**config.mk**
```make
export PLATFORM = sky130hd
export DESIGN_NAME = framed_motor_target_parser_unit
export DESIGN_NICKNAME = d
export VERILOG_FILES = /design/src/rtl/core/fmtp_pkg.sv /design/src/rtl/core/framed_motor_target_parser_unit.sv
export VERILOG_INCLUDE_DIRS = /design/src /design/src/rtl/core
export SDC_FILE = /design/constraint.sdc
export NUM_CORES = 1
export LEC_CHECK = 0
export ABC_CLOCK_PERIOD_IN_PS = 9180
export BUFFER_PORTS_ARGS = -buffer_cell sky130_fd_sc_hd__buf_4
export CAP_MARGIN = 25
export CORE_MARGIN = 2
export CORE_UTILIZATION = 45
export DETAILED_ROUTE_END_ITERATION = 10
export GPL_ROUTABILITY_DRIVEN = 1
export MAX_ROUTING_LAYER = met4
export PLACE_DENSITY = 0.63
export REMOVE_ABC_BUFFERS = 1
export SLEW_MARGIN = 20
export SYNTH_ARGS = -nofsm -noshare
export SYNTH_HDL_FRONTEND = slang
export SYNTH_SLANG_ARGS = --single-unit
```
**constraint.sdc**
```tcl
create_clock -name clk -period 9.18 [get_ports clk]
set_input_delay 0.918 -clock clk [delete_from_list [all_inputs] [get_ports clk]]
set_output_delay 0.918 -clock clk [all_outputs]
set_load 0.005 [all_outputs]
```
**src/rtl/core/framed_motor_target_parser_unit_assert.svh**
```systemverilog
// Assertion macros shared by the framed motor target parser RTL.
`ifndef FRAMED_MOTOR_TARGET_PARSER_UNIT_ASSERT_SVH
`define FRAMED_MOTOR_TARGET_PARSER_UNIT_ASSERT_SVH

`ifndef SYNTHESIS

// Checks a property on the rising clock edge, disabled while reset is active.
`define FMTP_ASSERT(label, clk, rst_n, prop, msg) \
	label: assert property (@(posedge clk) disable iff (!rst_n) (prop)) else $error(msg);

// Checks a property on the rising clock edge at all times, reset included.
`define FMTP_ASSERT_ALWAYS(label, clk, prop, msg) \
	label: assert property (@(posedge clk) (prop)) else $error(msg);

`else

`define FMTP_ASSERT(label, clk, rst_n, prop, msg)
`define FMTP_ASSERT_ALWAYS(label, clk, prop, msg)

`endif

`endif

```
**src/rtl/core/fmtp_pkg.sv**
```systemverilog
// Types and constants of the framed motor target parser.
`timescale 1ns / 1ps
`default_nettype none

package fmtp_pkg;

	// Field and datapath types.
	typedef logic [7:0]  char_t;
	typedef logic [15:0] steps_t;
	typedef logic [9:0]  scale_t;
	typedef logic [9:0]  mag_t;
	typedef logic [25:0] prod_t;
	typedef logic [26:0] target_t;
	typedef logic [3:0]  cnt_t;
	typedef logic [4:0]  div_cnt_t;
	typedef logic [0:0]  cfg_idx_t;
	typedef logic [15:0] cfg_data_t;

	// Framing and digit characters.
	localparam char_t ChStart  = 8'h53;
	localparam char_t ChFinish = 8'h46;
	localparam char_t ChZero   = 8'h30;
	localparam char_t ChNine   = 8'h39;

	// Payload layout.
	localparam int   PayloadMax = 8;
	localparam cnt_t PayloadFull = cnt_t'(PayloadMax);
	localparam cnt_t FieldLen    = 4'd4;

	// The divider retires one quotient bit per cycle over the product width.
	localparam int       ProdW   = $bits(prod_t);
	localparam div_cnt_t DivLast = div_cnt_t'(ProdW - 1);

	// Configuration register indexes and reset values.
	localparam cfg_idx_t CfgStepsPerTurn = 1'b0;
	localparam cfg_idx_t CfgFullScale    = 1'b1;
	localparam steps_t   StepsReset      = 16'd1600;
	localparam scale_t   ScaleReset      = 10'd999;

	// Sequencer states.
	typedef enum logic [2:0] {
		S_IDLE,
		S_DIR,
		S_DIGIT,
		S_MUL,
		S_DIV,
		S_SIGN,
		S_WRITE
	} state_t;

endpackage

`default_nettype wire

```
**src/rtl/core/framed_motor_target_parser_unit.sv**
```systemverilog
// Framed motor target parser: character framing, field parsing and scaling.
`timescale 1ns / 1ps
`default_nettype none

// Takes one received character per transaction. 'S' opens a frame, other
// characters fill an eight-entry payload, and 'F' closes the frame and emits
// one transaction with two signed step targets (zero when no frame was open).
// Characters other than 'F' are taken without a stall. An 'F' that closes a
// frame keeps the input stalled while each of the two fields runs a short
// digit parse (one character per cycle), one 10 x 16 multiply and a 26-step
// restoring divider by full_scale. An 'F' with no frame open goes straight
// to the write state. The result sits in an output register, so characters
// that do not close a frame are still accepted while a result waits to be
// taken; a further 'F' is parsed but waits in the write state until it frees.
module framed_motor_target_parser_unit (
	input  wire                  clk,
	input  wire                  arst_n,
	// Character input channel.
	input  wire                  in_valid,
	output logic                 in_stall,
	input  fmtp_pkg::char_t      rx_char,
	// Target output channel.
	output logic                 out_valid,
	input  wire                  out_stall,
	output fmtp_pkg::target_t    target_first,
	output fmtp_pkg::target_t    target_second,
	// Configuration write port.
	input  wire                  cfg_we,
	input  fmtp_pkg::cfg_idx_t   cfg_index,
	input  fmtp_pkg::cfg_data_t  cfg_data
);

`include "framed_motor_target_parser_unit_assert.svh"

	fmtp_pkg::state_t   state_q, state_d;
	fmtp_pkg::steps_t   steps_q;
	fmtp_pkg::scale_t   scale_q;
	logic               in_frame_q;
	fmtp_pkg::cnt_t     count_q;
	fmtp_pkg::char_t    payload_q [fmtp_pkg::PayloadMax];
	logic               fld_q;
	fmtp_pkg::cnt_t     ptr_q;
	fmtp_pkg::div_cnt_t div_cnt_q;
	logic               neg_q;
	fmtp_pkg::mag_t     mag_q;
	fmtp_pkg::prod_t    quo_q;
	fmtp_pkg::scale_t   rem_q;
	fmtp_pkg::target_t  tgt0_q, tgt1_q;
	logic               out_valid_q;
	fmtp_pkg::target_t  out_first_q, out_second_q;

	logic               in_accept;
	logic               out_free;
	fmtp_pkg::cnt_t     base;
	fmtp_pkg::cnt_t     field_end;
	fmtp_pkg::char_t    cur_char;
	logic               cur_is_digit;
	logic               digit_go;
	fmtp_pkg::mag_t     digit_val;
	fmtp_pkg::scale_t   divisor;
	logic [10:0]        trial;
	logic [10:0]        trial_sub;
	logic               trial_ge;
	fmtp_pkg::target_t  signed_q;

	assign in_accept = in_valid && !in_stall;
	assign out_free  = !out_valid_q || !out_stall;

	// Field addressing and digit decode for the character under the pointer.
	assign base         = fld_q ? fmtp_pkg::FieldLen : 4'd0;
	assign field_end    = base + fmtp_pkg::FieldLen;
	assign cur_char     = payload_q[ptr_q[2:0]];
	assign cur_is_digit = (cur_char >= fmtp_pkg::ChZero) && (cur_char <= fmtp_pkg::ChNine);
	assign digit_go     = (ptr_q < count_q) && (ptr_q != field_end) && cur_is_digit;
	assign digit_val    = fmtp_pkg::mag_t'(cur_char - fmtp_pkg::ChZero);

	// Shared divider step: a divisor of zero counts as one.
	assign divisor   = (scale_q == '0) ? 10'd1 : scale_q;
	assign trial     = {rem_q, quo_q[fmtp_pkg::ProdW-1]};
	assign trial_ge  = trial >= {1'b0, divisor};
	assign trial_sub = trial - {1'b0, divisor};

	// Sign is applied to the truncated quotient.
	assign signed_q = neg_q ? fmtp_pkg::target_t'(-{1'b0, quo_q}) : {1'b0, quo_q};

	// Sequencer state register.
	always_ff @(posedge clk or negedge arst_n) begin
		if (!arst_n) begin
			state_q <= fmtp_pkg::S_IDLE;
		end else begin
			state_q <= state_d;
		end
	end

	// Next state and input stall.
	always_comb begin
		state_d  = state_q;
		in_stall = (state_q != fmtp_pkg::S_IDLE);
		unique case (state_q)
			fmtp_pkg::S_IDLE: begin
				if (in_accept && rx_char == fmtp_pkg::ChFinish) begin
					state_d = in_frame_q ? fmtp_pkg::S_DIR : fmtp_pkg::S_WRITE;
				end
			end
			fmtp_pkg::S_DIR: begin
				state_d = fmtp_pkg::S_DIGIT;
			end
			fmtp_pkg::S_DIGIT: begin
				if (!digit_go) begin
					state_d = fmtp_pkg::S_MUL;
				end
			end
			fmtp_pkg::S_MUL: begin
				state_d = fmtp_pkg::S_DIV;
			end
			fmtp_pkg::S_DIV: begin
				if (div_cnt_q == fmtp_pkg::DivLast) begin
					state_d = fmtp_pkg::S_SIGN;
				end
			end
			fmtp_pkg::S_SIGN: begin
				state_d = fld_q ? fmtp_pkg::S_WRITE : fmtp_pkg::S_DIR;
			end
			fmtp_pkg::S_WRITE: begin
				if (out_free) begin
					state_d = fmtp_pkg::S_IDLE;
				end
			end
			default: begin
				state_d = fmtp_pkg::S_IDLE;
			end
		endcase
	end

	// Configuration registers.
	always_ff @(posedge clk or negedge arst_n) begin
		if (!arst_n) begin
			steps_q <= fmtp_pkg::StepsReset;
			scale_q <= fmtp_pkg::ScaleReset;
		end else if (cfg_we) begin
			unique case (cfg_index)
				fmtp_pkg::CfgStepsPerTurn: steps_q <= cfg_data;
				fmtp_pkg::CfgFullScale:    scale_q <= cfg_data[9:0];
				default: ;
			endcase
		end
	end

	// Frame tracking, sequencer counters and output valid.
	always_ff @(posedge clk or negedge arst_n) begin
		if (!arst_n) begin
			in_frame_q  <= 1'b0;
			count_q     <= '0;
			fld_q       <= 1'b0;
			div_cnt_q   <= '0;
			out_valid_q <= 1'b0;
		end else begin
			// A written result raises valid; a taken one clears it.
			if (state_q == fmtp_pkg::S_WRITE && out_free) begin
				out_valid_q <= 1'b1;
			end else if (out_valid_q && !out_stall) begin
				out_valid_q <= 1'b0;
			end
			unique case (state_q)
				fmtp_pkg::S_IDLE: begin
					if (in_accept) begin
						if (rx_char == fmtp_pkg::ChStart) begin
							in_frame_q <= 1'b1;
							count_q    <= '0;
						end else if (rx_char == fmtp_pkg::ChFinish) begin
							in_frame_q <= 1'b0;
							fld_q      <= 1'b0;
						end else if (in_frame_q && count_q < fmtp_pkg::PayloadFull) begin
							count_q <= count_q + 4'd1;
						end
					end
				end
				fmtp_pkg::S_MUL: begin
					div_cnt_q <= '0;
				end
				fmtp_pkg::S_DIV: begin
					div_cnt_q <= div_cnt_q + 5'd1;
				end
				fmtp_pkg::S_SIGN: begin
					fld_q <= 1'b1;
				end
				fmtp_pkg::S_WRITE: begin
					if (out_free) begin
						count_q <= '0;
					end
				end
				default: ;
			endcase
		end
	end

	// Payload store and arithmetic datapath.
	always_ff @(posedge clk) begin
		unique case (state_q)
			fmtp_pkg::S_IDLE: begin
				if (in_accept) begin
					if (rx_char == fmtp_pkg::ChFinish && !in_frame_q) begin
						tgt0_q <= '0;
						tgt1_q <= '0;
					end else if (rx_char != fmtp_pkg::ChStart && rx_char != fmtp_pkg::ChFinish
							&& in_frame_q && count_q < fmtp_pkg::PayloadFull) begin
						payload_q[count_q[2:0]] <= rx_char;
					end
				end
			end
			fmtp_pkg::S_DIR: begin
				neg_q <= (base < count_q) && (payload_q[base[2:0]] == fmtp_pkg::ChZero);
				ptr_q <= base + 4'd1;
				mag_q <= '0;
			end
			fmtp_pkg::S_DIGIT: begin
				if (digit_go) begin
					mag_q <= (mag_q << 3) + (mag_q << 1) + digit_val;
					ptr_q <= ptr_q + 4'd1;
				end
			end
			fmtp_pkg::S_MUL: begin
				quo_q <= fmtp_pkg::prod_t'(mag_q) * fmtp_pkg::prod_t'(steps_q);
				rem_q <= '0;
			end
			fmtp_pkg::S_DIV: begin
				rem_q <= trial_ge ? trial_sub[9:0] : trial[9:0];
				quo_q <= {quo_q[fmtp_pkg::ProdW-2:0], trial_ge};
			end
			fmtp_pkg::S_SIGN: begin
				if (fld_q) begin
					tgt1_q <= signed_q;
				end else begin
					tgt0_q <= signed_q;
				end
			end
			fmtp_pkg::S_WRITE: begin
				if (out_free) begin
					out_first_q  <= tgt0_q;
					out_second_q <= tgt1_q;
				end
			end
			default: ;
		endcase
	end

	assign out_valid     = out_valid_q;
	assign target_first  = out_first_q;
	assign target_second = out_second_q;

	// The payload count never passes the store depth.
	`FMTP_ASSERT(a_count_bound, clk, arst_n, count_q <= fmtp_pkg::PayloadFull, "payload count overflow")

	// An accepted frame close always starts the sequencer.
	`FMTP_ASSERT(a_finish_starts, clk, arst_n, (in_accept && rx_char == fmtp_pkg::ChFinish) |=> (state_q != fmtp_pkg::S_IDLE), "frame close did not start the sequencer")

	// A new result only appears out of the write state.
	`FMTP_ASSERT(a_result_source, clk, arst_n, $rose(out_valid_q) |-> $past(state_q == fmtp_pkg::S_WRITE), "result raised outside the write state")

	// With no frame open and the sequencer idle, the payload is empty.
	`FMTP_ASSERT(a_idle_empty, clk, arst_n, (state_q == fmtp_pkg::S_IDLE && !in_frame_q) |-> (count_q == 4'd0), "stale payload outside a frame")

endmodule

`default_nettype wire
```
==> flow_summary.html, run 1 <==
<table>
<tr><th>Metric</th><th>Value</th></tr>
<tr><th colspan="2">Run status</th></tr>
<tr><td>Outcome</td><td>finished clean</td></tr>
<tr><th colspan="2">Synth</th></tr>
<tr><td>Synthesis Warnings</td><td>0</td></tr>
<tr><td>Cell area after technology mapping</td><td>16,900 um^2</td></tr>
<tr><td>Part of the Yosys area used for sequential elements</td><td>46.2%</td></tr>
<tr><td>Average cell area after synthesis</td><td>11.8 um^2</td></tr>
<tr><td>Leading register cell type out of synthesis</td><td>edfxtp_1</td></tr>
<tr><td>Fraction of registers with async set/reset</td><td>15.4%</td></tr>
<tr><td>Number of synthesized flops with an enable pin</td><td>223</td></tr>
<tr><td>Synthesized flop and latch total</td><td>267</td></tr>
<tr><td>Post-Synthesis Cells</td><td>1,427</td></tr>
<tr><td>Number of different library cells in the post-synthesis netlist</td><td>79</td></tr>
<tr><th colspan="2">Final layout</th></tr>
<tr><td>Fraction of layout cells with a size suffix above 1</td><td>13.9%</td></tr>
<tr><td>Share of the core filled with cells in the final layout</td><td>51.4%</td></tr>
<tr><td>Area growth from synthesis to layout</td><td>12.1%</td></tr>
<tr><td>Final net count</td><td>1,736</td></tr>
<tr><td>Number of filler cells placed in the layout</td><td>3,225</td></tr>
<tr><td>Ant. Diodes</td><td>0</td></tr>
<tr><th colspan="2">Timing</th></tr>
<tr><td>Highest Clock Rate</td><td>0.170 GHz</td></tr>
<tr><td>Final worst setup slack</td><td>3.29 ns</td></tr>
<tr><td>Hold Vio Cnt, Final</td><td>0</td></tr>
<tr><td>Minimum clock period after layout</td><td>5.89 ns</td></tr>
<tr><td>Final critical-path share of the clock period</td><td>64.1%</td></tr>
<tr><td>Worst slew margin</td><td>35.2%</td></tr>
<tr><td>Clk_skew</td><td>0.0268 ns</td></tr>
<tr><td>Number of setup violations in the final report</td><td>0</td></tr>
<tr><td>Setup total negative slack</td><td>0 ns</td></tr>
<tr><td>Unrepaired setup endpoints after global routing</td><td>false</td></tr>
<tr><td>Max Transition Viols Final</td><td>0</td></tr>
<tr><td>Actual transition at the worst max-transition pin</td><td>0.968 ns</td></tr>
<tr><th colspan="2">GRT</th></tr>
<tr><td>GRT met2 Usage</td><td>33.0%</td></tr>
<tr><td>Met3 layer usage reported by global route</td><td>2.05%</td></tr>
<tr><td>Initial antenna violation count</td><td>0</td></tr>
<tr><td>Wire length of the first global-routing pass</td><td>56.7 mm</td></tr>
<tr><td>Most used routing layer in global routing</td><td>met2</td></tr>
<tr><td>Met1 layer usage reported by global route</td><td>23.2%</td></tr>
<tr><td>GR Util All Layers</td><td>18.8%</td></tr>
<tr><td>Vias in the first global route</td><td>10,821</td></tr>
<tr><td>Total global routing overflow</td><td>0</td></tr>
<tr><td>Largest net degree at the start of global routing</td><td>55</td></tr>
<tr><th colspan="2">Clock tree</th></tr>
<tr><td>Deepest clock path buffer count</td><td>3</td></tr>
<tr><td>Post-CTS clock slew at the launch and capture registers of the worst setup and hold paths</td><td>0.06 ns</td></tr>
<tr><td>Clock sink count</td><td>267</td></tr>
<tr><td>Cts hold-fix bufs</td><td>0</td></tr>
<tr><td>Library cell used as clock root buffer</td><td>clkbuf_16</td></tr>
<tr><td>Clock tree from TritonCTS</td><td>built</td></tr>
<tr><td>Setup Buffers After CTS</td><td>0</td></tr>
<tr><td>Number of H-tree branching levels</td><td>1</td></tr>
<tr><td>Number of buffers created by CTS</td><td>30</td></tr>
<tr><td>Count of cells resized by post-cts repair</td><td>0</td></tr>
<tr><td>Clock latency of the later-clocked register in the worst-skew pair</td><td>0.58 ns</td></tr>
<tr><th colspan="2">Die</th></tr>
<tr><td>Number of rows in the core area</td><td>70</td></tr>
<tr><td>Die extent in x</td><td>198 um</td></tr>
<tr><td>Height of the die</td><td>198 um</td></tr>
<tr><td>IO Pins</td><td>86</td></tr>
<tr><td>Total die area</td><td>39,100 um^2</td></tr>
<tr><td>Core area</td><td>36,800 um^2</td></tr>
<tr><td>Initial Util</td><td>45.9%</td></tr>
<tr><th colspan="2">Place</th></tr>
<tr><td>Count of input and output buffers</td><td>85</td></tr>
<tr><td>Post-DP HPWL</td><td>26.1 mm</td></tr>
<tr><td>Final GP Congestion</td><td>0.845</td></tr>
<tr><td>Setup slack at placement</td><td>3.34 ns</td></tr>
<tr><th colspan="2">Drt</th></tr>
<tr><td>DR vias</td><td>10,506</td></tr>
<tr><td>Detailed-route wire length</td><td>34.5 mm</td></tr>
<tr><td>Routed wire per std cell</td><td>17.4 um</td></tr>
<tr><td>Detailed router's first-iteration violation count</td><td>441</td></tr>
<tr><td>DR vias/cell</td><td>5.28</td></tr>
<tr><td>DR pass1 iterations</td><td>5</td></tr>
<tr><td>Drt drc</td><td>0</td></tr>
<tr><td>Post-DRT Antenna Nets</td><td>0</td></tr>
<tr><th colspan="2">Critical path</th></tr>
<tr><td>Critical path type</td><td>reg2reg</td></tr>
<tr><td>Critical path peak fanout</td><td>17</td></tr>
<tr><td>Count of buffer and inverter cells on the critical path</td><td>5</td></tr>
<tr><td>Data arrival, critical path</td><td>6.20 ns</td></tr>
<tr><td>Top Family by Delay on Critical Path</td><td>adder cells</td></tr>
<tr><td>Required time of the critical path</td><td>9.49 ns</td></tr>
<tr><td>Worst-path cell chain</td><td>nand2_1 -&gt; fa_1 -&gt; inv_1 -&gt; fa_1 -&gt; inv_1 -&gt; fa_1 -&gt; inv_1 -&gt; fa_1 -&gt; inv_1 -&gt; fa_1 -&gt; inv_1 -&gt; ha_1 -&gt; o21a_1 -&gt; o21ai_0 -&gt; o21a_1 -&gt; nor4_1 -&gt; o41ai_1 -&gt; xor2_1 -&gt; a21oi_1</td></tr>
<tr><td>Largest stage delay on the critical path</td><td>0.77 ns</td></tr>
<tr><td>Standard cell with the maximum stage delay on the critical path</td><td>edfxtp_1</td></tr>
<tr><td>Nature of the critical path startpoint</td><td>flop</td></tr>
<tr><td>Endpoint kind of the worst setup timing path</td><td>flop</td></tr>
<tr><th colspan="2">Flow run</th></tr>
<tr><td>Max Cap Viol</td><td>0</td></tr>
<tr><th colspan="2">Hold path</th></tr>
<tr><td>Worst Hold Class</td><td>in2async</td></tr>
</table>
[cell families after synthesis]
logic type               after synthesis  share of synthesized area (%)
adder cells (fa/ha/maj)              209                           20.7
multiplexers                          59                           5.28
AO/OA/AOI/OAI                        177                           6.79
flip-flops                           267                           46.2
AND/OR/NAND/NOR                      428                           12.3
buffers and inverters                220                           5.18
XOR/XNOR                              67                           3.48
[final timing paths]
check                                 from  slack, ns          endpoint  depth (start not counted)
worst max-delay path              mag_q[3]       3.29         quo_q[24]                         19
worst max register to register    mag_q[3]       3.29         quo_q[24]                         19
max in group asynchronous           arst_n       8.43       steps_q[10]                          1
min in group clk                tgt0_q[17]       0.42  target_first[17]                          0
worst min register to register  tgt0_q[17]       0.42  target_first[17]                          0
worst min-delay path                arst_n       0.32      div_cnt_q[0]                          1
[layer usage]
metal / part of all wire [%] / up-vias / wire, um
met5: 0 / - / 0
met4: 2.8 / 0 / 957
met3: 2.6 / 60 / 908
met2: 52 / 186 / 18100
met1: 42 / 5232 / 14600
li1: - / 5028 / -
[cells in the final DEF (no fill, tap or decap), drive strengths merged, types with 40 or more instances in the layout]
cell type / count
a21oi: 47
and2: 81
buf: 96
edfxtp: 223
fa: 118
ha: 91
inv: 164
nand2: 161
nor2: 91
o21ai: 52
xor2: 40
[synthesized netlist by cell type (10+ instances only)]
cell / instances / area, um^2
mux2i_1: 14 / 140
a21oi_1: 46 / 230
a21o_1: 15 / 113
mux2_2: 26 / 293
fa_1: 118 / 2360
xor2_1: 40 / 350
and2_1: 80 / 500
o21ai_0: 52 / 260
nor3_1: 17 / 85.1
xnor2_1: 27 / 236
inv_1: 161 / 604
mux4_1: 14 / 368
nand2_1: 159 / 597
ha_1: 91 / 1140
nor2_1: 90 / 338
nand3_1: 13 / 65.1
dfrtp_1: 30 / 751
or3_1: 10 / 62.6
edfxtp_1: 223 / 6700
clkbuf_1: 49 / 184
dfstp_2: 11 / 289
[state kept, by name (all words and copies together) (netlist names), named ones only]
register	flops
count_q	4
mag_q	10
ptr_q	4
tgt0_q	27
state_q	3
out_valid	1
scale_q	10
target_first	27
target_second	27
neg_q	1
div_cnt_q	5
tgt1_q	27
fld_q	1
rem_q	10
quo_q	26
payload_q	64
in_frame_q	1
steps_q	16
[area by class of cell]
type / count / area (um^2) / share of cell area [%]
Multi-Input combinational cell: 940 / 8230 / 43.5
Sequential cell: 267 / 7800 / 41.2
Clock buffer: 38 / 801 / 4.23
Timing Repair Buffer: 96 / 721 / 3.81
Inverter: 162 / 608 / 3.22
Tap cell: 468 / 586 / 3.10
Clock inverter: 18 / 168 / 0.887
[per-stage QoR]
| step | cells | hold slack [ns] | area (um^2) |
|---|---|---|---|
| 2_1_floorplan | 1369 | 0.400 | 16600 |
| 3_3_place_gp | 1933 | 0.401 | 17900 |
| 3_5_place_dp | 1933 | 0.405 | 17900 |
| 4_1_cts | 1989 | 0.331 | 18900 |
| 5_1_grt | 1989 | 0.358 | 18900 |
| 6_report | 1989 | 0.321 | 18900 |
Power of run 1 is not shown: default switching activity piles up to over one toggle a cycle in this logic, so the estimate is an artifact.
==> run 2: changes to the inputs <==
--- a/config.mk
+++ b/config.mk
@@ -6,7 +6,7 @@
 export SDC_FILE = /design/constraint.sdc
 export NUM_CORES = 1
 export LEC_CHECK = 0
-export ABC_CLOCK_PERIOD_IN_PS = 9180
+export ABC_CLOCK_PERIOD_IN_PS = 5700
 export BUFFER_PORTS_ARGS = -buffer_cell sky130_fd_sc_hd__buf_4
 export CAP_MARGIN = 25
 export CORE_MARGIN = 2
==> constraint.sdc (replaced) <==
create_clock -name clk -period 5.7 [get_ports clk]
set_input_delay 0.57 -clock clk [delete_from_list [all_inputs] [get_ports clk]]
set_output_delay 0.57 -clock clk [all_outputs]
set_load 0.005 [all_outputs]
==> run 2 against run 1 <==
Fmax increased by 7.6%. Sequential share of layout area decreased by 0.78 points. Highest routed layer unchanged. Core utilization increased by 1.0 points. Hold slack got worse by 0.078 ns. First-iteration DRC count increased by 11%. Setup slack got worse by 3.1 ns. Cell count increased by 2.5%.
==> flow_summary.html, run 2 (synthesis gave the netlist of run 1 again) <==
<table>
<tr><th>Metric</th><th>Value</th></tr>
<tr><th colspan="2">Critical path</th></tr>
<tr><td>Required time of the critical path</td><td>6.01 ns</td></tr>
<tr><td>Data arrival, critical path</td><td>5.78 ns</td></tr>
<tr><td>Critical path peak fanout</td><td>5</td></tr>
<tr><td>Nature of the critical path startpoint</td><td>flop</td></tr>
<tr><td>Endpoint kind of the worst setup timing path</td><td>flop</td></tr>
<tr><td>Largest stage delay on the critical path</td><td>0.54 ns</td></tr>
<tr><td>Standard cell with the maximum stage delay on the critical path</td><td>fa_1</td></tr>
<tr><td>Critical path type</td><td>reg2reg</td></tr>
<tr><td>Worst-path cell chain</td><td>buf_4 -&gt; nand2_1 -&gt; fa_1 -&gt; inv_1 -&gt; fa_1 -&gt; ha_1 -&gt; fa_1 -&gt; inv_1 -&gt; fa_1 -&gt; inv_1 -&gt; ha_1 -&gt; o21a_1 -&gt; a2111oi_4 -&gt; o21a_1 -&gt; nor4_1 -&gt; buf_4 -&gt; o41ai_1 -&gt; xor2_1 -&gt; a21oi_1</td></tr>
<tr><td>Most common cell on crit path</td><td>fa_1</td></tr>
<tr><th colspan="2">Timing</th></tr>
<tr><td>Hold Vio Cnt, Final</td><td>0</td></tr>
<tr><td>Worst slew margin</td><td>37.3%</td></tr>
<tr><td>Minimum clock period after layout</td><td>5.47 ns</td></tr>
<tr><td>Max Transition Viols Final</td><td>0</td></tr>
<tr><td>Number of setup violations in the final report</td><td>0</td></tr>
<tr><td>Highest Clock Rate</td><td>0.183 GHz</td></tr>
<tr><td>Actual transition at the worst max-transition pin</td><td>0.937 ns</td></tr>
<tr><td>Clk_skew</td><td>0.0213 ns</td></tr>
<tr><td>Final critical-path share of the clock period</td><td>96.0%</td></tr>
<tr><th colspan="2">GRT</th></tr>
<tr><td>Initial antenna violation count</td><td>0</td></tr>
<tr><td>Total global routing overflow</td><td>0</td></tr>
<tr><td>Vias in the first global route</td><td>10,821</td></tr>
<tr><td>GR Util All Layers</td><td>18.8%</td></tr>
<tr><td>Largest net degree at the start of global routing</td><td>55</td></tr>
<tr><td>Wire length of the first global-routing pass</td><td>56.2 mm</td></tr>
<tr><th colspan="2">Die</th></tr>
<tr><td>IO Pins</td><td>86</td></tr>
<tr><td>Initial Util</td><td>45.9%</td></tr>
<tr><td>Number of rows in the core area</td><td>70</td></tr>
<tr><td>Height of the die</td><td>198 um</td></tr>
<tr><td>Total die area</td><td>39,100 um^2</td></tr>
<tr><td>Die extent in x</td><td>198 um</td></tr>
<tr><td>Core area</td><td>36,800 um^2</td></tr>
<tr><th colspan="2">Drt</th></tr>
<tr><td>Highest routed metal layer</td><td>met4</td></tr>
<tr><td>Detailed-route wire length</td><td>35.1 mm</td></tr>
<tr><td>Drt drc</td><td>0</td></tr>
<tr><td>Post-DRT Antenna Nets</td><td>0</td></tr>
<tr><td>DR vias/cell</td><td>5.27</td></tr>
<tr><td>Routed wire per std cell</td><td>17.2 um</td></tr>
<tr><td>Length of routed wiring on met1</td><td>14.6 mm</td></tr>
<tr><td>Routed length on met3</td><td>1.17 mm</td></tr>
<tr><td>DR pass1 iterations</td><td>5</td></tr>
<tr><td>Detailed router's first-iteration violation count</td><td>489</td></tr>
<tr><td>DR vias</td><td>10,750</td></tr>
<tr><td>Met2 routed WL</td><td>18.4 mm</td></tr>
<tr><th colspan="2">Final layout</th></tr>
<tr><td>Final net count</td><td>1,789</td></tr>
<tr><td>Register area</td><td>7800 um^2</td></tr>
<tr><td>Most frequent standard cell in the layout excluding fill and tap cells</td><td>edfxtp_1</td></tr>
<tr><td>Multi-input logic area</td><td>8260 um^2</td></tr>
<tr><td>Leading cell types in the layout, fill and taps excluded</td><td>edfxtp_1 (223), inv_1 (160), nand2_1 (159)</td></tr>
<tr><td>Area growth from synthesis to layout</td><td>14.3%</td></tr>
<tr><td>Max reg flops</td><td>64</td></tr>
<tr><td>Post-route non-filler standard cell count</td><td>2,039</td></tr>
<tr><td>Fraction of layout cells with a size suffix above 1</td><td>17.1%</td></tr>
<tr><td>Number of filler cells placed in the layout</td><td>3,190</td></tr>
<tr><td>Finished layout cell area</td><td>19,300 um^2</td></tr>
<tr><td>Ant. Diodes</td><td>0</td></tr>
<tr><th colspan="2">Clock tree</th></tr>
<tr><td>Clock sink count</td><td>267</td></tr>
<tr><td>Deepest clock path buffer count</td><td>3</td></tr>
<tr><td>Clock tree from TritonCTS</td><td>built</td></tr>
<tr><td>Clock latency of the later-clocked register in the worst-skew pair</td><td>0.58 ns</td></tr>
<tr><td>Library cell used as clock root buffer</td><td>clkbuf_16</td></tr>
<tr><td>Post-CTS clock slew at the launch and capture registers of the worst setup and hold paths</td><td>0.06 ns</td></tr>
<tr><td>Number of buffers created by CTS</td><td>28</td></tr>
<tr><td>Number of H-tree branching levels</td><td>1</td></tr>
<tr><th colspan="2">Place</th></tr>
<tr><td>Post-DP HPWL</td><td>26.8 mm</td></tr>
<tr><td>Final GP Congestion</td><td>0.870</td></tr>
<tr><td>Count of input and output buffers</td><td>85</td></tr>
<tr><td>Inst Count DP</td><td>1,963</td></tr>
<tr><td>Area of placed instances</td><td>18,200 um^2</td></tr>
<tr><th colspan="2">Run status</th></tr>
<tr><td>Outcome</td><td>finished clean</td></tr>
<tr><th colspan="2">Flow run</th></tr>
<tr><td>Max Cap Viol</td><td>0</td></tr>
<tr><th colspan="2">Hold path</th></tr>
<tr><td>Worst Hold Class</td><td>in2reg</td></tr>
</table>
==> run 2: cell types whose count changed in the layout (fill, tap and decap cells not counted), moves of 3 or more <==
cell / previous run / this run
dfrtp_2: 0 / 6
dfrtp_1: 30 / 24
buf_4: 96 / 145
clkinv_4: 6 / 3
buf_2: 0 / 4
clkinv_1: 3 / 7
==> run 2: per-layer routing <==
metal / global-route usage (%) / vias to the layer above
li1: - / 5132
met3: 2.53 / 59
met1: 22.8 / 5374
met5: - / -
met2: 33.0 / 185
met4: 4.85 / 0
==> run 2: area by class of cell <==
| class | count | area share [%] |
|---|---|---|
| Clock buffer | 32 | 3.71 |
| Timing Repair Buffer | 151 | 5.90 |
| Sequential cell | 267 | 40.4 |
| Multi-Input combinational cell | 940 | 42.8 |
| Inverter | 162 | 3.15 |
| Clock inverter | 19 | 0.960 |
| Tap cell | 468 | 3.04 |
==> run 2: per-stage QoR <==
step / hold WS (ns) / worst slack [ns] / setup TNS [ns] / utilization (%)
floorplan: 0.274 / 0.456 / 0 / -
global placement: 0.400 / 0.172 / 0 / 49.4
detailed placement: 0.405 / 0.125 / 0 / 49.4
CTS: 0.217 / 0.115 / 0 / 51.9
global route: 0.210 / -0.0146 / -0.0146 / 52.4
finish: 0.243 / 0.226 / 0 / 52.4
==> run 2: path summary, 6_finish.rpt <==
path,start,to,slack (ns),cells after the start
max,mag_q[3],quo_q[24],0.23,19
max in group asynchronous,arst_n,steps_q[7],4.70,2
max reg2reg,mag_q[3],quo_q[24],0.23,19
min reg2reg,tgt0_q[5],target_first[5],0.41,0
min in group asynchronous,arst_n,div_cnt_q[3],0.53,2
min,cfg_data[4],scale_q[4],0.24,2
==> run 2: timing repair <==
| item | CTS | global route |
|---|---|---|
| resized for setup | 0 | 13 |
| hold endpoints to repair | 8 | 0 |
| buffers inserted | 0 | 24 |
| hold buffers | 1 | 0 |
| endpoints found under the setup margin | 0 | 5 |
==> run 2: critical path: cells and delay by family (launching register included) <==
kind	cells	cell delay [ns]
xor gates and xnor gates	1	0.19
and+or+nand+nor	2	0.16
DFF	1	0.45
adders and majority gates	6	2.69
AOI/OAI and AO/OA	5	1.25
buffers and inverters	5	0.47
Power of run 2 is left out for the same reason.
